`src/hw/rtl/cgct_pkg.sv`:
```
// ----------------------------------------------------------------------------
// cgct_pkg: shared types and constants of the gray census transform
// Configuration layout, queue entry flags, queue status and back-end states.
// ----------------------------------------------------------------------------
package cgct_pkg;

   // Register indexes of the configuration port.
   localparam logic [1:0] CSR_FRAME_WIDTH       = 2'd0;
   localparam logic [1:0] CSR_FRAME_HEIGHT      = 2'd1;
   localparam logic [1:0] CSR_CONTRAST_GAIN     = 2'd2;
   localparam logic [1:0] CSR_BRIGHTNESS_OFFSET = 2'd3;

   localparam logic [10:0] FRAME_WIDTH_RESET       = 11'd450;
   localparam logic [10:0] FRAME_HEIGHT_RESET      = 11'd300;
   localparam logic [10:0] CONTRAST_GAIN_RESET     = 11'd77;
   localparam logic [8:0]  BRIGHTNESS_OFFSET_RESET = 9'd50;

   localparam int MAX_HEIGHT = 1024;
   localparam int ROW_W      = 10;

   // Gray weights in units of 1/2^14.
   localparam logic [13:0] GRAY_W0    = 14'd4899;
   localparam logic [13:0] GRAY_W1    = 14'd9617;
   localparam logic [13:0] GRAY_W2    = 14'd1868;
   localparam logic [13:0] GRAY_ROUND = 14'd8192;

   localparam int QUEUE_DEPTH = 4;

   // Result slots of one pixel, in the order they leave the block.
   localparam logic [1:0] SLOT_ABOVE_LEFT  = 2'd0;
   localparam logic [1:0] SLOT_ABOVE_RIGHT = 2'd1;
   localparam logic [1:0] SLOT_LAST_LEFT   = 2'd2;
   localparam logic [1:0] SLOT_LAST_RIGHT  = 2'd3;

   typedef struct packed {
      logic [10:0]        frame_width;
      logic [10:0]        frame_height;
      logic [10:0]        contrast_gain;
      logic signed [8:0]  brightness_offset;
   } cfg_type;

   typedef struct packed {
      logic x_first;
      logic x_last;
      logic y_ge1;
      logic y_ge2;
      logic y_last;
   } flags_type;

   typedef struct packed {
      logic full;
      logic empty;
   } queue_status_type;

   typedef enum logic [1:0] {
      BK_FETCH,
      BK_UPDATE,
      BK_EMIT
   } back_state_type;

endpackage

```
`src/hw/rtl/cgct_fifo.sv`:
```
// ----------------------------------------------------------------------------
// cgct_fifo: short queue between the front and the back
// Register-based first-in first-out store with full and empty status.
// ----------------------------------------------------------------------------
module cgct_fifo #(
   parameter int DATA_W = 24
) (
   input  logic                     clock,
   input  logic                     reset,
   input  logic                     push,
   input  logic [DATA_W-1:0]        push_data,
   input  logic                     pop,
   output logic [DATA_W-1:0]        pop_data,
   output cgct_pkg::queue_status_type status
);

   localparam int DEPTH = cgct_pkg::QUEUE_DEPTH;
   localparam int PW    = $clog2(DEPTH);
   localparam int NW    = $clog2(DEPTH + 1);

   logic [DATA_W-1:0] slot_ff [DEPTH];
   logic [PW-1:0]     wr_ptr_ff, wr_ptr_in, rd_ptr_ff, rd_ptr_in;
   logic [NW-1:0]     count_ff, count_in;

   always_comb begin
      wr_ptr_in = (wr_ptr_ff == PW'(DEPTH - 1)) ? '0 : wr_ptr_ff + PW'(1);
      rd_ptr_in = (rd_ptr_ff == PW'(DEPTH - 1)) ? '0 : rd_ptr_ff + PW'(1);
      count_in  = count_ff + NW'(push) - NW'(pop);
   end

   assign pop_data     = slot_ff[rd_ptr_ff];
   assign status.full  = (count_ff == NW'(DEPTH));
   assign status.empty = (count_ff == '0);

   always_ff @(posedge clock) begin
      if (reset) begin
         wr_ptr_ff <= '0;
         rd_ptr_ff <= '0;
         count_ff  <= '0;
      end else begin
         if (push) begin
            wr_ptr_ff <= wr_ptr_in;
         end
         if (pop) begin
            rd_ptr_ff <= rd_ptr_in;
         end
         count_ff <= count_in;
      end
   end

   always_ff @(posedge clock) begin
      if (push) begin
         slot_ff[wr_ptr_ff] <= push_data;
      end
   end

endmodule

```
`config.mk`:
```
export PLATFORM = sky130hd
export DESIGN_NAME = cgct_fifo
export DESIGN_NICKNAME = d
export VERILOG_FILES = /design/src/hw/rtl/cgct_pkg.sv /design/src/hw/rtl/cgct_fifo.sv
export SDC_FILE = /design/constraint.sdc
export NUM_CORES = 1
export LEC_CHECK = 0
export ABC_CLOCK_PERIOD_IN_PS = 2900
export BUFFER_PORTS_ARGS = -buffer_cell sky130_fd_sc_hd__buf_2
export CORE_MARGIN = 3
export CORE_UTILIZATION = 35
export CTS_CLUSTER_DIAMETER = 50
export DETAILED_ROUTE_END_ITERATION = 16
export PLACE_DENSITY_LB_ADDON = 0.05
export REMOVE_ABC_BUFFERS = 1
export SETUP_SLACK_MARGIN = 0.5
export SLEW_MARGIN = 5
export SYNTH_ARGS = -nofsm -noshare
export SYNTH_HDL_FRONTEND = slang
export SYNTH_SLANG_ARGS = --single-unit
```
`constraint.sdc`:
```
create_clock -name clock -period 2.9 [get_ports clock]
set_clock_uncertainty 0.1 [all_clocks]
set_input_delay 0.435 -clock clock [delete_from_list [all_inputs] [get_ports clock]]
set_output_delay 0.435 -clock clock [all_outputs]
set_load 0.01 [all_outputs]
```
# --- After elaboration in Yosys (flattened, before gate mapping) ---
# Memories as Yosys holds them, arrays and structs flattened. A register that Yosys moved wholly into a read port is not among the register bits.
# Index checks and enable logic that the tools add are counted.
# Widths: inputs -> output; s select.
totals:
  ff_bits: 7
  ram_bits: 96
  inputBits: 28
  out_inout_bits: 26
  word_cells: 18
  mem_count: 1
memory_table:
  columns: ["name", "words", "width", "read_ports", "rd_ports_with_merged_regs", "write_ports", "line", "rtl"]
  rows:
  - ["slot_ff", 4, 24, 1, 1, 1, "cgct_fifo.sv:21", "logic [DATA_W-1:0] slot_ff [DEPTH];"]
op_classes:
  addsub: 4
  eq_ne: 3
  muxes: 6
  n_reduce_logical: 1
op_table:
  columns: ["operator", "n"]
  rows:
  - ["$mux 2", 4]
  - ["$add 2x1->2 const B", 2]
  - ["$eq 2x2->1 const B", 2]
  - ["$add 3x1->3", 1]
  - ["$eq 3x3->1 const B", 1]
  - ["$logic_not 3->1", 1]
  - ["$sub 3x1->3", 1]
  - ["$mux 1", 2]

# --- Depth between registers and ports, before layout ---
depth:
  word_depth: 4
  depth_mapped: 7

# --- Least setup slack after synthesis ---
# No wires, ideal clock.
synth_path:
  path_type: "input -> register"
  startpoint: "input port pop"
  endpoint: "register count_ff[2]"
  setup_time_ns: 0.110
  arrival_ns: 1.639
  required_time_ns: 2.690
  setup_slack_ns: 1.051
  path_stages: 6
  path_cell_list: "ha_1 -> inv_1 -> ha_1 -> fa_1 -> xor3_1 -> nor2_1"
synth_between:
  elab_chain_cells: 1
synth_lines:
  columns: ["item", "line", "rtl"]
  rows:
  - ["from (decl)", "cgct_fifo.sv:12", "input logic pop,"]
  - ["$sub 3x1->3", "cgct_fifo.sv:28", "count_in = count_ff + NW'(push) - NW'(pop);"]
  - ["to (signal assigned)", "cgct_fifo.sv:47", "count_ff <= count_in;"]
  - ["to (decl)", "cgct_fifo.sv:23", "logic [NW-1:0] count_ff, count_in;"]
# No other way between the ends.
# A chain may end at the register's enable or synchronous reset.

==> impl_metrics.py <==
metrics = {
    "run_status": {
        "status": "finished, final reports clean",
    },
    "layout": {
        "diodes": 0,
        "design_area_um2": 4705,
        "final_layout_size_suffix_gt1_frac": 0.4156,
        "final_common_cell": "edfxtp_1",
        "mostFrequentLayoutCells": "edfxtp_1 (96), buf_2 (53), mux4_2 (20), buf_4 (10), clkbuf_16 (9)",
        "syn_to_final_growth_pct": 18.87,
        "finalNetCount": 274,
        "stdcell_count": 383,
    },
    "global_route": {
        "grt_usage": 0.1181,
        "grt_remaining_overflow": 0,
        "grt_pass1_wl_mm": 11.08,
        "grt_max_degree": 18,
        "antenna_found_initial": 0,
        "grt_pass1_vias": 2070,
    },
    "logic_synthesis": {
        "ys_types": 21,
        "synth_cells": 169,
        "ys_seq_elements": 105,
        "syn_avg_cell_area_um2": 23.42,
        "ys_seq_area_frac": 0.7739,
        "yosysWarningCount": 0,
        "synthesis.area_um2": 3958,
    },
    "clocking": {
        "cts_tree": "yes",
        "cts_setup_buffers": 0,
        "hold_buffers": 0,
        "root_buffer": "clkbuf_16",
        "cts_buffers": 9,
        "path_clk_slew_ns": 0.07,
        "insertion_delay_ns": 0.33,
        "cts_sinks": 105,
        "htree_levels": 3,
        "cts_max_path_buffers": 2,
        "ctsResizeCount": 1,
    },
    "timing": {
        "hold_viol_final": 0,
        "hold_slack_ns": 0.2082,
        "timing.final.crit_share": 0.7761,
        "period_minus_slack_ns": 2.251,
        "fmax_mhz": 444.3,
        "final_max_slew_viol_count": 0,
        "finalSetupTns_ns": 0,
        "setup_violations": 0,
        "worst_pin_slew_ns": 0.2598,
        "rsz0062_at_grt": "no",
        "maxSlewHeadroom": 0.8268,
    },
    "hold_path": {
        "hp-start": "push_data[10]",
        "hold_path_depth": 1,
        "hp-class": "in2reg",
        "worstHoldEndpoint": "slot_ff[2][10]$_DFFE_PP_",
    },
    "setup_path": {
        "cp_slowest_stage_delay_ns": 0.51,
        "critPathBufInv": 2,
        "worst-r2r-cell-count": 7,
        "r2r_end": "count_ff[2]$_SDFF_PP0_",
        "slowest_stage": "dfxtp_4",
        "crit-reg2reg-launch": "count_ff[0]$_SDFF_PP0_",
        "cp.required_ns": 2.37,
        "r2r_slack_ns": 1.05,
        "setup.worst_path.end_class": "output pin",
        "cp_top_family": "flip-flops",
        "crit_arrival_ns": 1.72,
        "critPathMaxFanout": 13,
        "path_class": "reg2out",
        "path_cells": "buf_12 > mux4_2 > buf_2",
        "cp-start-kind": "register",
    },
    "pwr": {
        "power_frac_comb": 0.102,
        "switching_share": 0.2190,
        "max-vdd-ir-drop_uv": 277.2,
        "pwr_density_cell_nw_per_um2": 675.1,
        "p_clk_frac": 0.344,
        "p_int_w": 0.002480,
        "power_leakage_nw": 1.641,
        "p_sw_w": 0.0006955,
        "p_seq_frac": 0.553,
    },
    "floorplan": {
        "dieArea_um2": 12620,
        "die_w_um": 112.3,
        "rows": 38,
        "start_util": 0.3619,
        "ioPinCount": 54,
        "die_h_um": 112.3,
        "core_um2": 10940,
    },
    "route": {
        "num_vias": 1779,
        "ant_nets": 0,
        "wl_mm": 6.840,
        "dr.pass1.iters": 4,
        "drt-vias-per-instance": 4.645,
        "post_drt_wl_per_cell_um": 17.86,
        "drc_errors": 0,
        "initialDrtViolationCount": 62,
    },
    "placed_design": {
        "hpwl_mm": 4.705,
        "portBuffers": 53,
        "postPlaceCellArea_um2": 4429,
        "dp_cells": 367,
        "place_congestion": 0.6915,
    },
    "flow_run": {
        "drv_cap": 0,
    },
}
==> worst max path at each step <==
| stage | start | cells after the start | end |
|---|---|---|---|
| after global placement | register | 3 | pop_data[21] |
| after floorplan | register | 1 | pop_data[14] |
| after CTS | register | 3 | pop_data[20] |
| final | register | 3 | pop_data[20] |
| after global routing | register | 3 | pop_data[20] |
| after detailed placement | register | 3 | pop_data[20] |
==> synthesized netlist by cell type <==
cell type / instances / share of area
mux2i_1: 2 / 0.0051
or3b_2: 2 / 0.0044
dfxtp_1: 9 / 0.046
nor3_1: 1 / 0.0013
and2_1: 4 / 0.0063
clkbuf_1: 1 / 0.00095
buf_2: 2 / 0.0025
buf_12: 2 / 0.010
mux4_1: 4 / 0.027
nand2b_1: 2 / 0.0032
xor3_1: 1 / 0.0060
fa_1: 1 / 0.0051
ha_1: 7 / 0.022
inv_1: 6 / 0.0057
edfxtp_1: 96 / 0.73
buf_6: 1 / 0.0028
a21oi_1: 2 / 0.0025
and3_1: 1 / 0.0016
mux4_2: 20 / 0.11
nor2_1: 3 / 0.0028
nor2b_1: 2 / 0.0032
==> layout make-up <==
cell class | instances | area (um2)
fill | 1001 | 6231
multi-input combinational | 52 | 807.0
timing repair buffer | 64 | 360.3
inverter | 6 | 22.52
clock inverter | 5 | 40.04
tap | 140 | 175.2
sequential | 105 | 3067
clock buffer | 11 | 232.7
==> power by group through the flow <==
stage / Combinational [W] / Sequential, W / Clock, W
CTS: 0.000336 / 0.00176 / 0.00113
detailed placement: 0.000335 / 0.00179 / 0
global placement: 0.000321 / 0.00179 / 0
global route: 0.000357 / 0.00177 / 0.00119
finish: 0.000325 / 0.00176 / 0.00109
floorplan: 0.000182 / 0.00179 / 0
==> layer usage <==
metal	global-route usage	vias up	part of all wire
li1	-	831	-
met1	0.1318	902	0.40
met2	0.2094	39	0.54
met3	0.03235	7	0.043
met4	0.05529	0	0.015
met5	0	-	0
==> cell families after synthesis <==
kind of cell | count (synthesis) | share of synthesized area
flip-flops | 105 | 0.7739
XOR/XNOR | 1 | 0.006006
AND/OR/NAND/NOR | 15 | 0.02276
buffers and inverters | 12 | 0.02213
multiplexers | 26 | 0.1454
AO/OA/AOI/OAI | 2 | 0.002529
adder cells (fa/ha/maj) | 8 | 0.02719
==> flip-flops by register name (all words and copies together), names as in the netlist, named ones only <==
signal and cells:
rd_ptr_ff 2, slot_ff 96, wr_ptr_ff 2, count_ff 3
==> metrics by stage <==
stage                     setup WS (ns)  utilization  power (W)
after floorplan                  0.5288            -   0.001975
after global placement           0.8453       0.4050   0.002108
after detailed placement         0.8298       0.4050   0.002128
after CTS                        0.6014       0.4302   0.003225
after global routing             0.5413       0.4302   0.003315
final                            0.6492       0.4302   0.003176
Power figures use the tool's default switching activity.
