### src/hw/rtl/cgct_pkg.sv
// ----------------------------------------------------------------------------
// cgct_pkg: shared types and constants of the gray census transform
// Configuration layout, queue entry flags, queue status and back-end states.
// ----------------------------------------------------------------------------
package cgct_pkg;

   // Register indexes of the configuration port.
   localparam logic [1:0] CSR_FRAME_WIDTH       = 2'd0;
   localparam logic [1:0] CSR_FRAME_HEIGHT      = 2'd1;
   localparam logic [1:0] CSR_CONTRAST_GAIN     = 2'd2;
   localparam logic [1:0] CSR_BRIGHTNESS_OFFSET = 2'd3;

   localparam logic [10:0] FRAME_WIDTH_RESET       = 11'd450;
   localparam logic [10:0] FRAME_HEIGHT_RESET      = 11'd300;
   localparam logic [10:0] CONTRAST_GAIN_RESET     = 11'd77;
   localparam logic [8:0]  BRIGHTNESS_OFFSET_RESET = 9'd50;

   localparam int MAX_HEIGHT = 1024;
   localparam int ROW_W      = 10;

   // Gray weights in units of 1/2^14.
   localparam logic [13:0] GRAY_W0    = 14'd4899;
   localparam logic [13:0] GRAY_W1    = 14'd9617;
   localparam logic [13:0] GRAY_W2    = 14'd1868;
   localparam logic [13:0] GRAY_ROUND = 14'd8192;

   localparam int QUEUE_DEPTH = 4;

   // Result slots of one pixel, in the order they leave the block.
   localparam logic [1:0] SLOT_ABOVE_LEFT  = 2'd0;
   localparam logic [1:0] SLOT_ABOVE_RIGHT = 2'd1;
   localparam logic [1:0] SLOT_LAST_LEFT   = 2'd2;
   localparam logic [1:0] SLOT_LAST_RIGHT  = 2'd3;

   typedef struct packed {
      logic [10:0]        frame_width;
      logic [10:0]        frame_height;
      logic [10:0]        contrast_gain;
      logic signed [8:0]  brightness_offset;
   } cfg_type;

   typedef struct packed {
      logic x_first;
      logic x_last;
      logic y_ge1;
      logic y_ge2;
      logic y_last;
   } flags_type;

   typedef struct packed {
      logic full;
      logic empty;
   } queue_status_type;

   typedef enum logic [1:0] {
      BK_FETCH,
      BK_UPDATE,
      BK_EMIT
   } back_state_type;

endpackage

### src/hw/rtl/cgct_front.sv
// ----------------------------------------------------------------------------
// cgct_front: pixel intake, contrast adjust, gray conversion, classification
// Three-stage pipeline that turns a pixel into a gray value with its position
// flags and pushes it into the queue.
// ----------------------------------------------------------------------------
module cgct_front #(
   parameter int MAX_WIDTH      = 1024,
   parameter int GAIN_FRAC_BITS = 8,
   localparam int CW            = $clog2(MAX_WIDTH)
) (
   input  logic                clock,
   input  logic                reset,
   input  cgct_pkg::cfg_type   cfg,
   input  logic                req_tvalid,
   output logic                req_tready,
   input  logic [23:0]         req_tdata,
   input  logic                queue_full,
   output logic                push,
   output logic [7:0]          push_gray,
   output logic [CW-1:0]       push_x,
   output cgct_pkg::flags_type push_flags
);

   localparam int EW     = (CW + 1 > 11) ? CW + 1 : 11;
   localparam int PROD_W = 20;
   localparam int WP_W   = 22;
   localparam logic [PROD_W-1:0] GAIN_ROUND = PROD_W'(2 ** (GAIN_FRAC_BITS - 1));

   logic                           s1_valid_ff, s1_valid_in;
   logic                           s2_valid_ff, s2_valid_in;
   logic                           s3_valid_ff, s3_valid_in;
   logic [2:0][PROD_W-1:0]         s1_prod_ff, s1_prod_in;
   logic [2:0][WP_W-1:0]           s2_wprod_ff, s2_wprod_in;
   logic [7:0]                     s3_gray_ff, s3_gray_in;
   logic [CW-1:0]                  s1_x_ff, s2_x_ff, s3_x_ff;
   cgct_pkg::flags_type            s1_flags_ff, s2_flags_ff, s3_flags_ff;
   logic [CW-1:0]                  col_ff, col_in;
   logic [cgct_pkg::ROW_W-1:0]     row_ff, row_in;

   logic                           advance, accept;
   logic [EW-1:0]                  fw_ext, w_eff;
   logic [10:0]                    h_eff;
   logic [CW-1:0]                  x;
   logic [cgct_pkg::ROW_W-1:0]     y;
   cgct_pkg::flags_type            flags;
   logic [2:0][7:0]                adj;
   logic [WP_W:0]                  gray_sum;

   // Fraction drop, offset and clamp of one channel after the rounded gain product.
   function automatic logic [7:0] clamp_channel(input logic [PROD_W-1:0] prod,
                                                input logic signed [8:0] offset);
      logic signed [PROD_W+1:0] v;
      v = $signed({2'b00, prod >> GAIN_FRAC_BITS}) + (PROD_W + 2)'(offset);
      if (v < 0) begin
         return 8'd0;
      end else if (v > (PROD_W + 2)'(255)) begin
         return 8'd255;
      end
      return v[7:0];
   endfunction

   assign advance    = !s3_valid_ff || !queue_full;
   assign accept     = req_tvalid && advance;
   assign req_tready = advance;
   assign push       = s3_valid_ff && !queue_full;
   assign push_gray  = s3_gray_ff;
   assign push_x     = s3_x_ff;
   assign push_flags = s3_flags_ff;

   // Position of the incoming pixel, with the frame size brought into range.
   always_comb begin
      fw_ext = EW'(cfg.frame_width);
      if (fw_ext == '0) begin
         w_eff = EW'(1);
      end else if (fw_ext > EW'(MAX_WIDTH)) begin
         w_eff = EW'(MAX_WIDTH);
      end else begin
         w_eff = fw_ext;
      end
      if (cfg.frame_height == '0) begin
         h_eff = 11'd1;
      end else if (cfg.frame_height > 11'(cgct_pkg::MAX_HEIGHT)) begin
         h_eff = 11'(cgct_pkg::MAX_HEIGHT);
      end else begin
         h_eff = cfg.frame_height;
      end
      x = (EW'(col_ff) < w_eff) ? col_ff : CW'(w_eff - EW'(1));
      y = (11'(row_ff) < h_eff) ? row_ff : cgct_pkg::ROW_W'(h_eff - 11'd1);
      flags.x_first = (x == '0);
      flags.x_last  = (EW'(x) == w_eff - EW'(1));
      flags.y_ge1   = (y != '0);
      flags.y_ge2   = (y > cgct_pkg::ROW_W'(1));
      flags.y_last  = (11'(y) == h_eff - 11'd1);
      if (flags.x_last) begin
         col_in = '0;
         row_in = flags.y_last ? '0 : y + cgct_pkg::ROW_W'(1);
      end else begin
         col_in = x + CW'(1);
         row_in = y;
      end
   end

   always_comb begin
      for (int k = 0; k < 3; k++) begin
         s1_prod_in[k] = PROD_W'(cfg.contrast_gain) * PROD_W'(req_tdata[8*k +: 8])
                         + GAIN_ROUND;
         adj[k]        = clamp_channel(s1_prod_ff[k], cfg.brightness_offset);
      end
      s2_wprod_in[0] = WP_W'(cgct_pkg::GRAY_W0) * WP_W'(adj[0]);
      s2_wprod_in[1] = WP_W'(cgct_pkg::GRAY_W1) * WP_W'(adj[1]);
      s2_wprod_in[2] = WP_W'(cgct_pkg::GRAY_W2) * WP_W'(adj[2]);
      gray_sum = (WP_W + 1)'(s2_wprod_ff[0]) + (WP_W + 1)'(s2_wprod_ff[1])
                 + (WP_W + 1)'(s2_wprod_ff[2]) + (WP_W + 1)'(cgct_pkg::GRAY_ROUND);
      s3_gray_in = 8'(gray_sum >> 14);
      s1_valid_in = accept;
      s2_valid_in = s1_valid_ff;
      s3_valid_in = s2_valid_ff;
   end

   always_ff @(posedge clock) begin
      if (reset) begin
         s1_valid_ff <= 1'b0;
         s2_valid_ff <= 1'b0;
         s3_valid_ff <= 1'b0;
         col_ff      <= '0;
         row_ff      <= '0;
      end else begin
         if (advance) begin
            s1_valid_ff <= s1_valid_in;
            s2_valid_ff <= s2_valid_in;
            s3_valid_ff <= s3_valid_in;
         end
         if (accept) begin
            col_ff <= col_in;
            row_ff <= row_in;
         end
      end
   end

   always_ff @(posedge clock) begin
      if (advance) begin
         s1_prod_ff  <= s1_prod_in;
         s1_x_ff     <= x;
         s1_flags_ff <= flags;
         s2_wprod_ff <= s2_wprod_in;
         s2_x_ff     <= s1_x_ff;
         s2_flags_ff <= s1_flags_ff;
         s3_gray_ff  <= s3_gray_in;
         s3_x_ff     <= s2_x_ff;
         s3_flags_ff <= s2_flags_ff;
      end
   end

endmodule

### config.mk
export PLATFORM = sky130hd
export DESIGN_NAME = cgct_front
export DESIGN_NICKNAME = d
export VERILOG_FILES = /design/src/hw/rtl/cgct_pkg.sv /design/src/hw/rtl/cgct_front.sv
export SDC_FILE = /design/constraint.sdc
export NUM_CORES = 1
export LEC_CHECK = 0
export BUFFER_PORTS_ARGS = -buffer_cell sky130_fd_sc_hd__buf_2
export CAP_MARGIN = 10
export CORE_MARGIN = 4
export CORE_UTILIZATION = 60
export CTS_BUF_LIST = sky130_fd_sc_hd__clkbuf_4 sky130_fd_sc_hd__clkbuf_8
export CTS_CLUSTER_SIZE = 20
export DETAILED_ROUTE_END_ITERATION = 12
export PLACE_DENSITY = 0.78
export SYNTH_ARGS = -nofsm -noshare
export SYNTH_HDL_FRONTEND = slang
export SYNTH_SLANG_ARGS = --single-unit
### constraint.sdc
create_clock -name clock -period 8.3 [get_ports clock]
set_clock_uncertainty 0.1 [all_clocks]
set_input_delay 0.415 -clock clock [delete_from_list [all_inputs] [get_ports clock]]
set_output_delay 0.415 -clock clock [all_outputs]
set_load 0.02 [all_outputs]
Word level (Yosys, flattened, before mapping)

Cells that the tools add are included.

Register bits: 196
Input bits: 70
Output and inout port bits: 25
Word-level logic and storage cells: 95

$add $sub $neg: 13
Multipliers: 6
Magnitude comparators: 11
Eq/ne operators: 2
Multiplexer cells: 24
Reduce and logical (&&, ||, !) cells: 9

Operators by type and width:

| operator                 | number |
|---|---|
| $mux W8                  | 9 |
| $add A19 B8 Y20 const B  | 3 |
| $mul A11 B8 Y19          | 3 |
| $mux W10                 | 5 |
| $mux W11                 | 4 |
| $add A13 B9 Y14          | 3 |
| $gt A14 B9 Y1 const B    | 3 |
| $lt A14 B1 Y1 const B    | 3 |
| $add A21 B22 Y22         | 1 |
| $add A22 B14 Y22 const B | 1 |
| $add A22 B19 Y22         | 1 |
| $eq A10 B11 Y1           | 2 |
| $gt A11 B11 Y1 const B   | 2 |
| $logic_not A11 Y1        | 2 |
| $lt A10 B11 Y1           | 2 |
| $mul A14 B8 Y22 const A  | 1 |
| $sub A11 B1 Y11 const B  | 2 |
| $mul A13 B8 Y21 const A  | 1 |
| $add A10 B1 Y10 const B  | 2 |
| $mul A9 B8 Y17 const A   | 1 |
| $gt A10 B1 Y1 const B    | 1 |
| $logic_not A10 Y1        | 1 |
| $reduce_bool A10 Y1      | 1 |
| $mux W1                  | 6 |
| 3 further kinds          | 5 |

Logic depth before layout (Yosys ltp)

Depth in word-level cells: 8
Mapped depth: 31
Depth with buffers taken out: 30

Worst setup path after synthesis

OpenSTA, ideal clock, no wires.

Path type: input port to flip-flop
From: input cfg[1] (netlist bit)
To: register s2_wprod_ff[61] (netlist bit), data pin
Setup time: 0.139 ns
Arrival: 6.967 ns
Data required time: 8.061 ns
Path slack: 1.094 ns
Stages on the path: 27
Buffers on the path: 1
Cells stage by stage: ha_1 > a21o_1 > a21oi_1 > o21ai_0 > a2111oi_0 > o31ai_1 > a41oi_1 > nor2b_1 > nor4b_1 > o221a_2 > clkbuf_1 > a21oi_1 > ha_1 > ha_1 > fa_1 > fa_1 > ha_1 > and3b_1 > o21a_1 > o21ai_0 > a21boi_0 > o21ai_0 > nand2b_1 > a21o_1 > a21o_1 > or4b_2 > nand4b_1

RTL lines:

| item                   | line              | source |
|---|---|---|
| start: declaration     | cgct_front.sv:13  | `input cgct_pkg::cfg_type cfg,` |
| end signal: assignment | cgct_front.sv:145 | `s2_wprod_ff <= s2_wprod_in;` |
| end: declaration       | cgct_front.sv:33  | `logic [2:0][WP_W-1:0] s2_wprod_ff, s2_wprod_in;` |

==> results.md <==
- The flow ran to the end, and the final reports show no timing, DRC or antenna violations.
- The critical path starts at s1_prod_ff[49].
- Based on the critical path, the design can be clocked at up to approximately 130 MHz.
- The average wire per standard cell is around 17 um.
- The synthesized netlist occupies a cell area of between 0.02 and 0.025 mm^2.
- For the worst flop-to-flop path, the logic depth is 26.
- Setup repair after global routing left no endpoint under its margin.
- The initial utilization of the core area, before any placement, comes to 0.607.
- The worst pin sits at a relative slew slack of 0.280.
- The distinct cell type count after synthesis is 89.
- The final-report max-slew violation count was 0.
- The later pin in the worst-skew pair is clocked with a latency of between 400 and 500 ps.
- The number of maximum-capacitance constraint violations is 0.
- The setup slack on the worst flop-to-flop path is slightly below 700 ps.
- The hold violation count in the final report was 0.
- The overall die area is a little over 0.04 mm^2.
- Of the available clock period, the critical path in the final layout requires 0.917.
- The standard cell area after detailed placement is around 0.024 mm^2.
- The area growth from synthesis to layout is 5.70%.
- The maximum number of buffers from clock root to sink is 2.
- The CTS tree is built.
- Across every metal layer, demand over resource in global routing totals 0.240.
- For hold timing, the worst endpoint is s2_valid_ff.
- Of the cells placed in the final design, the portion with a size suffix greater than 1 is 0.0723.
- The data arrival time of the worst path is between 7000 and 8000 ps.
- For this run, the leading register cell type out of synthesis is edfxtp_1.
- The total wire length after detailed routing is between 40 and 50 mm.
- The number of failing setup endpoints in the final timing report is 0.
- For this run, the slowest stage of the critical path takes 610 ps.
- The register area is ~0.005 mm^2.
- The clock-pin transition on the worst setup and hold timing paths is 130 ps.
- Dividing the detail-routed via count by the number of cells gives roughly 5.7.
- The core footprint is around 0.038 mm^2.
- The library cell used as clock root buffer is clkbuf_8.
- Leaving out fill and tap cells, the most frequent cell in the layout is ha_1.
- The first global-routing pass estimated between 80 and 90 mm of wire.
- In this run the count of I/O pins placed on the die edge is between 90 and 100.
- The number of buffers created by CTS is 17.
- The library cells used most frequently in the layout, excluding fill and tap cells, are 391 x ha_1, 328 x inv_1, 223 x fa_1, 175 x nand2_1, 151 x and2_1.
- The vertical extent of the die is between 200 and 250 um.
- The setup total negative slack is 0 ps.
- The category of the worst setup path capture point is a flip-flop.
- The total congestion overflow is 0.
- The startpoint type of the worst setup path is a flip-flop.
- Routability-driven placement finished with a final weighted congestion of 0.925.
- The net count of the finished layout is 3051.
- The data required time of the critical path is 8550 ps.
- The biggest area contributor in the post-synthesis netlist is ha_1.
- At the pin with the least slew margin, the transition time is ~1100 ps.
- Counting both buffers and inverters, the worst setup path holds a total of 0.
- The critical path crosses 26 cells after its start point.
- Fill cells in the final layout number around 3000.
- After floorplanning, the core was divided into a little over 70 placement rows.
- The critical path in this run is classified as reg -> reg.
- The clock net in this run drives a total of roughly 170 sinks.
- The number of antenna violations at the first check in global routing was 0.
- The synthesized area per cell is around 10 um^2.
- Counting instances, the worst hold path has a depth of 3.
- The post-route cell area is 0.0241 mm^2.
- Counting every net in the synthesized netlist gives about 3000.
- The final critical path time including I/O delays and setup is between 7000 and 8000 ps.
- The clock tree synthesis step divided the H-tree into 4 levels.
- The wire-length estimate of the detail-placed layout is a little under 40 mm.
- The first-pass iteration count of the detailed router is 5.
- The count of warnings emitted by yosys is 0.
- The routed layout has around 17000 vias.
- The source of the worst hold timing path is queue_full.
- Entering global routing, the biggest net connects 67 pins.
- Yosys mapped a number of flops with a built-in enable equal to roughly 150.
- After detailed routing, the number of remaining DRC violations is 0.
- The number of hold buffers added after CTS was 0.
- The floorplan step set the die width to 203 um.
- The sequential cell area fraction in the yosys report is 0.216.
- The share of synthesized area in the top cell type comes to 0.215.
- The worst register-to-register path begins at s1_prod_ff[49].
- The min-delay analysis places its worst path in the category in -> reg.
- The detailed router finished its first iteration with 956 violations.
- In this run the worst path has a maximum fanout of 11.
- In the final layout, the multi-input gates occupy approximately 0.016 mm^2.
- The antenna violation net count after detailed routing is 0.
- The most numerous cell on the critical path is ha_1.
- The instance count of the mapped netlist is between 2000 and 2500.
- During placement, the flow inserted port buffers numbering 94.
- The async set-reset flop share out of synthesis is 0.
- 0 antenna diodes ended up in the layout.
- Ranked by total cell area, the synthesized netlist is headed by ha_1 21%, edfxtp_1 20%, fa_1 20%, inv_1 5.4%, and2_1 4.1%.
- The post-synthesis sequential element count is 172.
- The number of global-route vias before repair is between 15000 and 20000.
- Among cell families on the critical path, the largest total delay comes from compound AO/OA/AOI/OAI gates.
- The slowest stage of the critical path is the or4b_2 cell.
- In this run the critical register-to-register path is captured at s2_wprod_ff[61].
## tightest hold or removal path: cells and delay by family
| kind | cells | cell delay, ps |
|---|---|---|
| compound gates | 1 | 60 |
| simple gates | 1 | 70 |
| buf+inv | 1 | 140 |
## synth_stat cells (all sizes together), types with 4 or more instances
master	count
a31oi	19
edfxtp	149
nand2b	24
o21bai	15
or3	9
inv	328
a41oi	6
mux2	4
o21a	26
or2	10
a31o	4
a22o	11
nand2	176
nor4b	5
nor4	19
buf	10
nand3	27
clkbuf	62
a21boi	5
nor3b	5
nand4b	5
a211oi	14
a211o	4
nand4	9
xor2	40
nand3b	6
nor3	41
o31ai	8
nor2b	18
mux2i	9
fa	223
and2	151
xnor2	87
o211ai	6
o21ai	61
a21oi	103
ha	391
nor2	110
a21o	28
or4	5
dfxtp	23
and3	18
## worst max-delay path by stage
stage / end / slack [ps]
after floorplan: s2_wprod_ff[61] / 1090
after global placement: s2_wprod_ff[61] / 650
after detailed placement: s2_wprod_ff[61] / 450
after CTS: s2_wprod_ff[61] / 600
after global routing: s2_wprod_ff[61] / 180
final: s2_wprod_ff[61] / 690
## final cells by class
| cell class | count | share of cell area |
|---|---|---|
| sequential | 172 | 0.205 |
| tap | 511 | 0.0265 |
| inverter | 328 | 0.0511 |
| clock inverter | 15 | 0.00867 |
| clock buffer | 17 | 0.00971 |
| multi-input combinational | 1749 | 0.678 |
| timing repair buffer | 99 | 0.0211 |
## through the flow
stage / utilization / setup WS, ps / hold slack (ps) / cells
2_1_floorplan: - / 1090 / 300 / 2321
3_3_place_gp: 0.630 / 654 / 301 / 2859
3_5_place_dp: 0.630 / 446 / 305 / 2859
4_1_cts: 0.641 / 603 / 90.3 / 2891
5_1_grt: 0.641 / 175 / 116 / 2891
6_report: 0.641 / 689 / 120 / 2891
## per-layer routing
layer,routed length (um),GRT usage
met1,21000,0.315
met2,23600,0.419
met3,2070,0.0257
met4,1210,0.0764
met5,0,0
## state kept, by name, summed over array words and instances (netlist names)
name,count
push_flags,5
s1_flags_ff,5
s1_prod_ff,36
col_ff,10
row_ff,10
push_gray,8
push_x,10
s2_x_ff,10
s1_x_ff,10
s2_flags_ff,5
s2_valid_ff,1
s2_wprod_ff,60
s3_valid_ff,1
s1_valid_ff,1
## cell families after synthesis
family / synth area share
AOI/OAI and AO/OA: 0.101
buffers and inverters: 0.0671
xor gates and xnor gates: 0.0488
adders and majority gates: 0.410
and+or+nand+nor: 0.149
muxes: 0.00664
DFF: 0.216
## repair_timing
item	in CTS	in global routing
buffers inserted	0	0
setup endpoints to repair	0	1
resized for setup	0	1
Power is not shown: default switching activity piles up to over one toggle a cycle in this logic, so the estimate is an artifact.
